[config.mk]
export PLATFORM = sky130hd
export DESIGN_NAME = calendar_date_add_days_unit
export DESIGN_NICKNAME = d
export VERILOG_FILES = /design/src/rtl/cdad_pkg.sv /design/src/rtl/calendar_date_add_days_unit.sv
export SDC_FILE = /design/constraint.sdc
export NUM_CORES = 1
export LEC_CHECK = 0
export BUFFER_PORTS_ARGS = -buffer_cell sky130_fd_sc_hd__buf_4
export CORE_MARGIN = 5
export CORE_UTILIZATION = 60
export CTS_BUF_LIST = sky130_fd_sc_hd__clkbuf_8
export CTS_CLUSTER_DIAMETER = 100
export DETAILED_ROUTE_END_ITERATION = 6
export PLACE_DENSITY = 0.81
export SYNTH_ARGS = -nofsm -noshare
export SYNTH_HDL_FRONTEND = slang
export SYNTH_SLANG_ARGS = --single-unit
[constraint.sdc]
create_clock -name clk -period 7.8 [get_ports clk]
set_input_delay 0.39 -clock clk [delete_from_list [all_inputs] [get_ports clk]]
set_output_delay 0.39 -clock clk [all_outputs]
set_load 0.05 [all_outputs]
[src/rtl/cdad_pkg.sv]
// ----------------------------------------------------------------------------
// cdad_pkg
// Shared types, constants and calendar helpers for the date adder.
// ----------------------------------------------------------------------------
package cdad_pkg;

  localparam int INCREMENT_WIDTH = 16;
  localparam int REM_WIDTH       = INCREMENT_WIDTH + 1;

  localparam int YEAR_WIDTH  = 14;
  localparam int MONTH_WIDTH = 4;
  localparam int DAY_WIDTH   = 5;
  localparam int MOD_WIDTH   = 9;   // holds year mod 400
  localparam int CFG_IDX_WIDTH = 2;

  // Configuration register indexes
  localparam logic [CFG_IDX_WIDTH-1:0] CFG_START_YEAR  = 2'd0;
  localparam logic [CFG_IDX_WIDTH-1:0] CFG_START_MONTH = 2'd1;
  localparam logic [CFG_IDX_WIDTH-1:0] CFG_START_DAY   = 2'd2;

  localparam logic [YEAR_WIDTH-1:0]  START_YEAR_RST  = 14'd2000;
  localparam logic [MONTH_WIDTH-1:0] START_MONTH_RST = 4'd1;
  localparam logic [DAY_WIDTH-1:0]   START_DAY_RST   = 5'd1;
  localparam logic [MOD_WIDTH-1:0]   START_MOD_RST   = 9'd0;  // 2000 mod 400

  localparam logic [YEAR_WIDTH-1:0]  YEAR_MAX     = 14'd9999;
  localparam logic [MONTH_WIDTH-1:0] MONTH_JAN    = 4'd1;
  localparam logic [MONTH_WIDTH-1:0] MONTH_FEB    = 4'd2;
  localparam logic [MONTH_WIDTH-1:0] MONTH_DEC    = 4'd12;
  localparam logic [DAY_WIDTH-1:0]   DAY_LAST_DEC = 5'd31;
  localparam logic [DAY_WIDTH-1:0]   DAY_FEB_LEAP = 5'd29;

  localparam int                   LEAP_CYCLE = 400;
  localparam logic [MOD_WIDTH-1:0] MOD_LAST   = 9'(LEAP_CYCLE - 1);
  localparam logic [MOD_WIDTH-1:0] CENT_1     = 9'd100;
  localparam logic [MOD_WIDTH-1:0] CENT_2     = 9'd200;
  localparam logic [MOD_WIDTH-1:0] CENT_3     = 9'd300;

  typedef struct packed {
    logic [INCREMENT_WIDTH-1:0] day_increment;
    logic                       reload_start;
  } item_t;

  typedef struct packed {
    logic [YEAR_WIDTH-1:0]  out_year;
    logic [MONTH_WIDTH-1:0] out_month;
    logic [DAY_WIDTH-1:0]   out_day;
    logic                   overflow;
  } result_t;

  // Month length in a common year; months outside 1..12 count as 31 days.
  function automatic logic [DAY_WIDTH-1:0] month_len(input logic [MONTH_WIDTH-1:0] m);
    logic [DAY_WIDTH-1:0] len;
    case (m)
      4'd1:    len = 5'd31;
      4'd2:    len = 5'd28;
      4'd3:    len = 5'd31;
      4'd4:    len = 5'd30;
      4'd5:    len = 5'd31;
      4'd6:    len = 5'd30;
      4'd7:    len = 5'd31;
      4'd8:    len = 5'd31;
      4'd9:    len = 5'd30;
      4'd10:   len = 5'd31;
      4'd11:   len = 5'd30;
      4'd12:   len = 5'd31;
      default: len = 5'd31;
    endcase
    return len;
  endfunction

  // Year mod 400 by six conditional subtracts of 400 times a power of two.
  function automatic logic [MOD_WIDTH-1:0] year_mod(input logic [YEAR_WIDTH-1:0] y);
    logic [YEAR_WIDTH-1:0] r;
    logic [YEAR_WIDTH-1:0] d;
    r = y;
    for (int k = 5; k >= 0; k--) begin
      d = YEAR_WIDTH'(LEAP_CYCLE << k);
      if (r >= d) begin
        r = r - d;
      end
    end
    return r[MOD_WIDTH-1:0];
  endfunction

  // Leap test from year mod 400.
  function automatic logic is_leap(input logic [MOD_WIDTH-1:0] r);
    logic century;
    century = (r == '0) || (r == CENT_1) || (r == CENT_2) || (r == CENT_3);
    return ((r[1:0] == 2'b00) && !century) || (r == '0);
  endfunction

endpackage

[src/rtl/calendar_date_add_days_unit.sv]
// ----------------------------------------------------------------------------
// calendar_date_add_days_unit
// Gregorian date adder: advances a stored date by a day increment.
// ----------------------------------------------------------------------------
// The block keeps a current date (year, month, day). Each input item carries
// a day increment and a reload flag; with the flag set the date is first
// reloaded from the start_year/start_month/start_day registers. The block
// then walks forward one month per clock cycle, subtracting the length of
// each month crossed (February has 29 days in leap years, Gregorian rules),
// and returns one result item with the new date. An item is first accepted,
// then the months are walked, then a final step writes the result once
// the output register is free; a full 16-bit increment crosses up to
// about 2200 months. The block takes no new item while it walks. Moving
// past December 9999 saturates the date at 9999-12-31, drops the remaining
// days and sets overflow. Write the start registers only while idle.
// ----------------------------------------------------------------------------
module calendar_date_add_days_unit (
  input  logic                               clk,
  input  logic                               rst,
  input  logic                               cfg_valid,
  output logic                               cfg_ready,
  input  logic [cdad_pkg::CFG_IDX_WIDTH-1:0] cfg_index,
  input  logic [cdad_pkg::YEAR_WIDTH-1:0]    cfg_data,
  input  logic                               item_valid,
  output logic                               item_ready,
  input  cdad_pkg::item_t                    item,
  output logic                               result_valid,
  input  logic                               result_ready,
  output cdad_pkg::result_t                  result
);

  typedef enum logic {ST_IDLE, ST_RUN} state_t;

  state_t state;

  // Start registers
  logic [cdad_pkg::YEAR_WIDTH-1:0]  start_year;
  logic [cdad_pkg::MONTH_WIDTH-1:0] start_month;
  logic [cdad_pkg::DAY_WIDTH-1:0]   start_day;

  // Current date, with the year's position in the 400-year cycle
  logic [cdad_pkg::YEAR_WIDTH-1:0]  year;
  logic [cdad_pkg::MONTH_WIDTH-1:0] month;
  logic [cdad_pkg::DAY_WIDTH-1:0]   day;
  logic [cdad_pkg::MOD_WIDTH-1:0]   year_pos;
  logic [cdad_pkg::REM_WIDTH-1:0]   days_remaining;

  // Step unit signals
  logic [cdad_pkg::DAY_WIDTH-1:0]   total;
  logic                             fits;
  logic                             wrap_year;
  logic                             saturate;
  logic                             out_free;
  logic                             finish;
  logic [cdad_pkg::DAY_WIDTH-1:0]   base_day;

  assign cfg_ready  = 1'b1;
  assign item_ready = (state == ST_IDLE);
  assign out_free   = !result_valid || result_ready;

  // Length of the month being crossed
  always_comb begin
    total = cdad_pkg::month_len(month);
    if (month == cdad_pkg::MONTH_FEB && cdad_pkg::is_leap(year_pos)) begin
      total = cdad_pkg::DAY_FEB_LEAP;
    end
  end

  assign fits      = (days_remaining <= cdad_pkg::REM_WIDTH'(total));
  assign wrap_year = (month >= cdad_pkg::MONTH_DEC);
  assign saturate  = !fits && wrap_year && (year >= cdad_pkg::YEAR_MAX);
  assign finish    = (state == ST_RUN) && (fits || saturate) && out_free;
  assign base_day  = item.reload_start ? start_day : day;

  always_ff @(posedge clk) begin
    if (rst) begin
      state          <= ST_IDLE;
      start_year     <= cdad_pkg::START_YEAR_RST;
      start_month    <= cdad_pkg::START_MONTH_RST;
      start_day      <= cdad_pkg::START_DAY_RST;
      year           <= cdad_pkg::START_YEAR_RST;
      month          <= cdad_pkg::START_MONTH_RST;
      day            <= cdad_pkg::START_DAY_RST;
      year_pos       <= cdad_pkg::START_MOD_RST;
      days_remaining <= '0;
      result_valid   <= 1'b0;
    end else begin
      // Drop the result once taken, unless a new one replaces it
      if (result_valid && result_ready && !finish) begin
        result_valid <= 1'b0;
      end

      if (cfg_valid && cfg_ready) begin
        case (cfg_index)
          cdad_pkg::CFG_START_YEAR:  start_year  <= cfg_data;
          cdad_pkg::CFG_START_MONTH: start_month <= cfg_data[cdad_pkg::MONTH_WIDTH-1:0];
          cdad_pkg::CFG_START_DAY:   start_day   <= cfg_data[cdad_pkg::DAY_WIDTH-1:0];
          default: ;
        endcase
      end

      case (state)
        ST_IDLE: begin
          if (item_valid && item_ready) begin
            if (item.reload_start) begin
              year     <= start_year;
              month    <= start_month;
              day      <= start_day;
              year_pos <= cdad_pkg::year_mod(start_year);
            end
            days_remaining <= cdad_pkg::REM_WIDTH'(base_day)
                            + cdad_pkg::REM_WIDTH'(item.day_increment);
            state <= ST_RUN;
          end
        end
        ST_RUN: begin
          if (fits || saturate) begin
            // Finish: hold here until the output register is free
            if (out_free) begin
              if (saturate) begin
                year  <= cdad_pkg::YEAR_MAX;
                month <= cdad_pkg::MONTH_DEC;
                day   <= cdad_pkg::DAY_LAST_DEC;
                result.out_year  <= cdad_pkg::YEAR_MAX;
                result.out_month <= cdad_pkg::MONTH_DEC;
                result.out_day   <= cdad_pkg::DAY_LAST_DEC;
                result.overflow  <= 1'b1;
              end else begin
                day <= days_remaining[cdad_pkg::DAY_WIDTH-1:0];
                result.out_year  <= year;
                result.out_month <= month;
                result.out_day   <= days_remaining[cdad_pkg::DAY_WIDTH-1:0];
                result.overflow  <= 1'b0;
              end
              days_remaining <= '0;
              result_valid   <= 1'b1;
              state          <= ST_IDLE;
            end
          end else begin
            // Advance one month
            days_remaining <= days_remaining - cdad_pkg::REM_WIDTH'(total);
            if (wrap_year) begin
              year     <= year + 1'b1;
              month    <= cdad_pkg::MONTH_JAN;
              year_pos <= (year_pos == cdad_pkg::MOD_LAST) ? '0 : year_pos + 1'b1;
            end else if (month == '0) begin
              month <= cdad_pkg::MONTH_JAN;
            end else begin
              month <= month + 1'b1;
            end
          end
        end
        default: state <= ST_IDLE;
      endcase
    end
  end

endmodule
==> metrics.txt, run 1 <==
Clock Skew=roughly 0.0086 ns; initial antenna violation count=0; Starting DRT DRC Count=670; die height=116.8 um; Final GP Congestion=about 0.90; post-DR wirelength/cell=18.05 um; IO Pins=65; outcome=complete, no violations; synth top area cells=dfxtp_1 22%, edfxtp_1 11%, nor2_1 4.9%, nand2_1 4.4%, a21oi_1 3.7%; CP required=8.08 ns; final hold vios=0; Psw=0.5038 mW; core region area=11320 um^2; Num CTS Buffers=9; standard-cell rows=39; total power=1.410 mW; r2r setup slk=0.96 ns; CTS Root Cell=clkbuf_8; Post-Syn Area=6843 um^2; crit-path cells=nand2_1 -> mux2i_1 -> ha_1 -> nand2b_1 -> a31oi_2 -> a2bb2oi_4 -> xnor2_1 -> ha_1 -> a221oi_1 -> o32ai_1 -> or2_1 -> a21oi_2 -> xnor2_1 -> ha_1 -> inv_1 -> o41ai_1 -> nand2_1 -> o311ai_0 -> a221oi_1 -> a211oi_1 -> a21o_1 -> nor3_4 -> or4_1 -> and4_1; FFs w/ async S/R, synth=0; Synth top area share=0.2223; PD cells=187.6 nW/um^2; chip width=116.8 um; CTS tree=done; cell taking the most area after synthesis=dfxtp_1; min Tclk post-route=approximately 6.8 ns; CTS Buffer Depth=2; crit-path max FO=15; drt total wl=18210 um; cell count of the worst reg-to-reg path=24; vias in the first global route=6041; Post-synth EDFFs=24; vias per cell=6.336; htree depth=3; clock slew at reported path FFs=0.10 ns; Total Nets Final=920; largest net degree at the start of global routing=78; slowest library cell on the worst path=dfxtp_1; Critical Path AT=a little over 7 ns; Syn Nets=890; Logic pwr share=0.311; P_int=0.9065 mW; Critical Path Sink=year_pos[7]; Worst Tran Pin Value=1.104 ns; worst slack at placement=1.050 ns; # diodes=0; Seq pwr share=0.435; Seq/Total Area, Yosys=0.3277; area grow syn2layout=9.856%; Clk pwr share=0.254; setup repair bufs after CTS=0; final setup margin=0.9605 ns; clk sink count=100; setup_tns=0 ns; Yosys reg bits=100; crit path from=start_year[13]; Critical Path Most Common Cell=ha_1; Synth Area per Inst=8.234 um^2; Post-Place Cells=993; GRT overflow=0; DR DRC count=0; crit path capture type=flip-flop; worst setup path class=reg -> reg; vias=6393; Max rail drop VDD=0.1254 mV; DP HPWL=between 10000 and 15000 um; gr usage total=0.2710; Slew Limit Fails=0; Pre-Repair DR Iteration Count=6; P_leak=2.966 nW; DRT antenna net count=0; total die area=13640 um^2; reg-to-reg endpoint=year_pos[7]; Post-Synthesis Cells=between 800 and 900; switching part of the total=0.3572; share of cells above drive strength 1=0.1490; Cell Count, Final, Fillers Out=around 1.0k; Post-CTS Hold Fix Bufs=0; first-pass GRT wire length=29780 um; Buffers on Ports=63; main flop type after synthesis=dfxtp_1; f_max=146.2 MHz; worst skew pair latency=around 0.38 ns; synth warn=0; RSZ-0062 raised after global routing=false; count of cell types in the netlist=92; final setup fails=0; Starting Density=0.6044; Worst slew margin=0.2631; period utilisation layout=0.8769; max_cap viols=0; Startpoint Class=flip-flop; Resized cells post-CTS=0; type of the most critical hold path=in -> reg; reg2reg start=start_year[13]; Largest stage delay, worst path=0.64 ns
## power groups by stage
stage | clock, mW | sequential (mW) | combinational, mW
floorplan | 0 | 0.620 | 0.327
global placement | 0 | 0.620 | 0.416
detailed placement | 0 | 0.623 | 0.429
CTS | 0.358 | 0.612 | 0.432
global route | 0.382 | 0.618 | 0.486
finish | 0.359 | 0.613 | 0.438
## final cells by class
cell class                 instances  area, um^2
timing repair buffer              69       518.0
multi-input combinational        646        4235
fill                             972        3804
clock inverter                     5       58.81
inverter                          35       131.4
sequential                       100        2243
tap                              143       178.9
clock buffer                      11       151.4
## worst min path at each step
stage	start	to	slack, ns	cells past startpoint
2_1_floorplan	start_day[0]	start_day[0]	0.44	1
4_1_cts	cfg_data[8]	start_year[8]	0.21	2
5_1_grt	cfg_data[9]	start_year[9]	0.20	2
3_3_place_gp	start_day[0]	start_day[0]	0.45	1
3_5_place_dp	start_month[0]	start_month[0]	0.45	1
6_report	cfg_data[8]	start_year[8]	0.21	2
## flip-flops by register name, indices dropped and copies added, names as in the netlist, named ones only
signal and cells:
result 24, year 14, start_day 5, start_month 4, year_pos 9, month 4, state 1, days_remaining 17
day 5, start_year 14, result_valid 1
## Yosys cell counts (19+ instances only)
library cell and instances:
a21oi_1 50, and3_1 20, clkbuf_1 35, dfxtp_1 76, edfxtp_1 24, ha_1 19
inv_1 32, nand2_1 80, nand2b_1 22, nand3_1 30, nor2_1 90, o21ai_0 39
## stage by stage
| step | utilization | area (um^2) | hold slack [ns] |
|---|---|---|---|
| floorplan | - | 6843 | 0.4353 |
| global placement | 0.6454 | 7307 | 0.4484 |
| detailed placement | 0.6454 | 7307 | 0.4528 |
| CTS | 0.6640 | 7517 | 0.2057 |
| global route | 0.6640 | 7517 | 0.2007 |
| finish | 0.6640 | 7517 | 0.2085 |
## metal layers
metal | global-route usage | routed length, um
met5 | 0 | 0
met4 | 0.09709 | 519
met3 | 0.04370 | 1303
met2 | 0.4323 | 8359
met1 | 0.3734 | 8031
## kinds of logic after synthesis
| group | count (synthesis) | share of synthesized area |
|---|---|---|
| mux | 26 | 0.04151 |
| buf+inv | 85 | 0.05449 |
| simple gates | 323 | 0.2361 |
| xor+xnor | 34 | 0.04352 |
| compound gates | 240 | 0.2542 |
| flops | 100 | 0.3277 |
| other cells | 1 | 0.0005480 |
| fa+ha+maj | 22 | 0.04206 |
## critical path, delay by kind of cell, from the launching register on
| kind | cells | cell delay, ns |
|---|---|---|
| xor+xnor | 2 | 0.44 |
| flops | 1 | 0.64 |
| fa+ha+maj | 3 | 0.99 |
| buf+inv | 1 | 0.18 |
| mux | 1 | 0.29 |
| compound gates | 10 | 2.73 |
| simple gates | 7 | 1.47 |
## cells in the final DEF (no fill, tap or decap), drive strengths merged, types with 19 or more instances in the layout
master and count:
and3 20, dfxtp 76, ha 19, nor2 91
buf 69, nand2 81, nand2b 22, o21ai 44
inv 35, a21oi 55, nand3 31, edfxtp 24
(Power assumes the default switching activity.)
==> run 2: changes to the inputs <==
--- a/config.mk
+++ b/config.mk
@@ -6,12 +6,14 @@
 export NUM_CORES = 1
 export LEC_CHECK = 0
 export BUFFER_PORTS_ARGS = -buffer_cell sky130_fd_sc_hd__buf_4
+export CELL_PAD_IN_SITES_DETAIL_PLACEMENT = 0
+export CELL_PAD_IN_SITES_GLOBAL_PLACEMENT = 1
 export CORE_MARGIN = 5
-export CORE_UTILIZATION = 60
+export CORE_UTILIZATION = 47
 export CTS_BUF_LIST = sky130_fd_sc_hd__clkbuf_8
 export CTS_CLUSTER_DIAMETER = 100
 export DETAILED_ROUTE_END_ITERATION = 6
-export PLACE_DENSITY = 0.81
+export PLACE_DENSITY_LB_ADDON = 0.1
 export SYNTH_ARGS = -nofsm -noshare
 export SYNTH_HDL_FRONTEND = slang
 export SYNTH_SLANG_ARGS = --single-unit
==> run 2 against run 1 <==
Total power up 0.49%. Clock-buffer cell count shrank 2. Non-clock buffer count increased by 2. Critical path depth unchanged. Highest routed layer unchanged.
==> metrics.txt, run 2 (synthesized netlist as in run 1, its figures left out) <==
Critical Path AT=7.17 ns (was 7.12 ns); Final GP Congestion=0.8799 (was 0.9012); Regs by FF count=result (24), days_remaining (17) (unchanged); hold_ws=0.1978 ns (was 0.2085 ns); CTS Root Cell=clkbuf_8 (unchanged); Worst Tran Pin Value=1.025 ns (was 1.104 ns); Max rail drop VDD=0.1247 mV (was 0.1254 mV); most common cell after layout, fill and taps aside=nor2_1 (unchanged); clk sink count=100 (unchanged); Largest stage delay, worst path=0.66 ns (was 0.64 ns); setup_tns=0 ns (unchanged); CP required=8.09 ns (was 8.08 ns); share of cells above drive strength 1=0.1521 (was 0.1490); Post-CTS Hold Fix Bufs=0 (unchanged); period utilisation layout=0.8817 (was 0.8769); slowest library cell on the worst path=dfxtp_1 (unchanged); setup repair bufs after CTS=0 (unchanged); IO Pins=65 (unchanged); worst setup path class=reg -> reg (unchanged); Clock Skew=0.01149 ns (was 0.008634 ns); Most flops, register=result (unchanged); Starting Density=0.4744 (was 0.6044); Worst slew margin=0.3080 (was 0.2631); outcome=complete, no violations (unchanged); core region area=14420 um^2 (was 11320 um^2); crit-path cells=nand2_1 -> mux2i_1 -> ha_1 -> nand2b_1 -> a31oi_2 -> a2bb2oi_4 -> xnor2_1 -> ha_1 -> and2_1 -> o32ai_1 -> or2_1 -> a21oi_2 -> xnor2_1 -> ha_1 -> inv_1 -> o41ai_1 -> nand2_1 -> o311ai_0 -> a221oi_1 -> a211oi_1 -> a21o_1 -> nor3_4 -> or4_1 -> and4_1 (was nand2_1 -> mux2i_1 -> ha_1 -> nand2b_1 -> a31oi_2 -> a2bb2oi_4 -> xnor2_1 -> ha_1 -> a221oi_1 -> o32ai_1 -> or2_1 -> a21oi_2 -> xnor2_1 -> ha_1 -> inv_1 -> o41ai_1 -> nand2_1 -> o311ai_0 -> a221oi_1 -> a211oi_1 -> a21o_1 -> nor3_4 -> or4_1 -> and4_1); Pre-Repair DR Iteration Count=5 (was 6); CTS Buffer Depth=2 (unchanged); PD cells=186.8 nW/um^2 (was 187.6 nW/um^2); standard-cell rows=44 (was 39); crit-path max FO=15 (unchanged); type of the most critical hold path=in -> reg (unchanged); htree depth=3 (unchanged); max_cap viols=0 (unchanged); final hold vios=0 (unchanged); gr usage total=0.2256 (was 0.2710); DRT antenna net count=0 (unchanged); Resized cells post-CTS=0 (unchanged); commonest cells after routing, fill and taps aside=89 x nor2_1, 80 x nand2_1, 75 x dfxtp_1, 71 x buf_4, 50 x a21oi_1 (was 89 x nor2_1, 80 x nand2_1, 75 x dfxtp_1, 69 x buf_4, 50 x a21oi_1); vias=6281 (was 6393); Critical Path Most Common Cell=ha_1 (unchanged); worst skew pair latency=0.38 ns (about the same); initial antenna violation count=0 (unchanged); max reg flops=24 (unchanged); Total Nets Final=922 (was 920); DR DRC count=0 (unchanged); # diodes=0 (unchanged); Buffers on Ports=63 (unchanged); post-DR wirelength/cell=17.97 um (was 18.05 um); crit path capture type=flip-flop (unchanged); vias per cell=5.971 (was 6.336); CTS tree=done (unchanged); min Tclk post-route=6.877 ns (was 6.839 ns); total die area=17070 um^2 (was 13640 um^2); Num CTS Buffers=9 (unchanged); P_leak=2.979 nW (was 2.966 nW); cell count of the worst reg-to-reg path=24 (unchanged); die height=130.7 um (was 116.8 um); Layout fillers=1379 (was 972); area grow syn2layout=10.88% (was 9.856%); GRT overflow=0 (unchanged); Hold Crit Depth=2 (unchanged); clock slew at reported path FFs=0.11 ns (was 0.10 ns); first-pass GRT wire length=30890 um (was 29780 um); Slew Limit Fails=0 (unchanged); final setup fails=0 (unchanged); Startpoint Class=flip-flop (unchanged); f_max=145.4 MHz (was 146.2 MHz); DP HPWL=13580 um (was 13080 um); RSZ-0062 raised after global routing=false (unchanged); Starting DRT DRC Count=495 (was 670); drt total wl=18910 um (was 18210 um); vias in the first global route=5989 (was 6041); largest net degree at the start of global routing=78 (unchanged); chip width=130.7 um (was 116.8 um)
run 2: area by class of cell:
cell class              instances  area (um^2)  share of cell area
multi-input cells             646         4235              0.5582
flip-flops and latches        100         2243              0.2957
repair buffers                 71        533.0             0.07025
well taps                     184        230.2             0.03034
inverters                      35        131.4             0.01732
clock inverters                 7        90.09             0.01187
clock buffers                   9        123.9             0.01633
run 2: worst paths after layout:
| kind | from | endpoint | slack [ns] |
|---|---|---|---|
| worst max register to register | start_year[13] | year_pos[7] | 0.92 |
| worst min register to register | start_year[1] | start_year[1] | 0.48 |
| worst min-delay path | cfg_data[7] | start_year[7] | 0.20 |
| worst max-delay path | start_year[13] | year_pos[7] | 0.92 |
run 2: routing by layer:
metal,global-route usage,share of wire
met1,0.3197,0.48
met5,0,0
met4,0.06110,0.020
met2,0.3533,0.45
met3,0.04309,0.052
run 2: power breakdown:
part | total (mW) | switching (mW) | leakage (nW) | internal (mW)
Combinational | 0.438 | 0.268 | 2.03 | 0.171
Clock | 0.367 | 0.209 | 0.110 | 0.158
Sequential | 0.612 | 0.0420 | 0.838 | 0.570
run 2: metrics by stage:
stage	worst slack [ns]	std cells	cell area, um^2	util	power [mW]
global route	0.4005	1052	7587	0.5260	1.503
global placement	1.220	1036	7373	0.5112	1.048
finish	0.9227	1052	7587	0.5260	1.417
detailed placement	1.024	1036	7373	0.5112	1.057
CTS	0.9677	1052	7587	0.5260	1.425
floorplan	2.045	831	6843	-	0.9469
run 2: worst max-delay path, delay by kind of cell (launching register included):
family | cells | cell delay, ns
mux | 1 | 0.28
flops | 1 | 0.66
compound gates | 9 | 2.43
fa+ha+maj | 3 | 1.02
buf+inv | 1 | 0.19
simple gates | 8 | 1.68
xor+xnor | 2 | 0.51
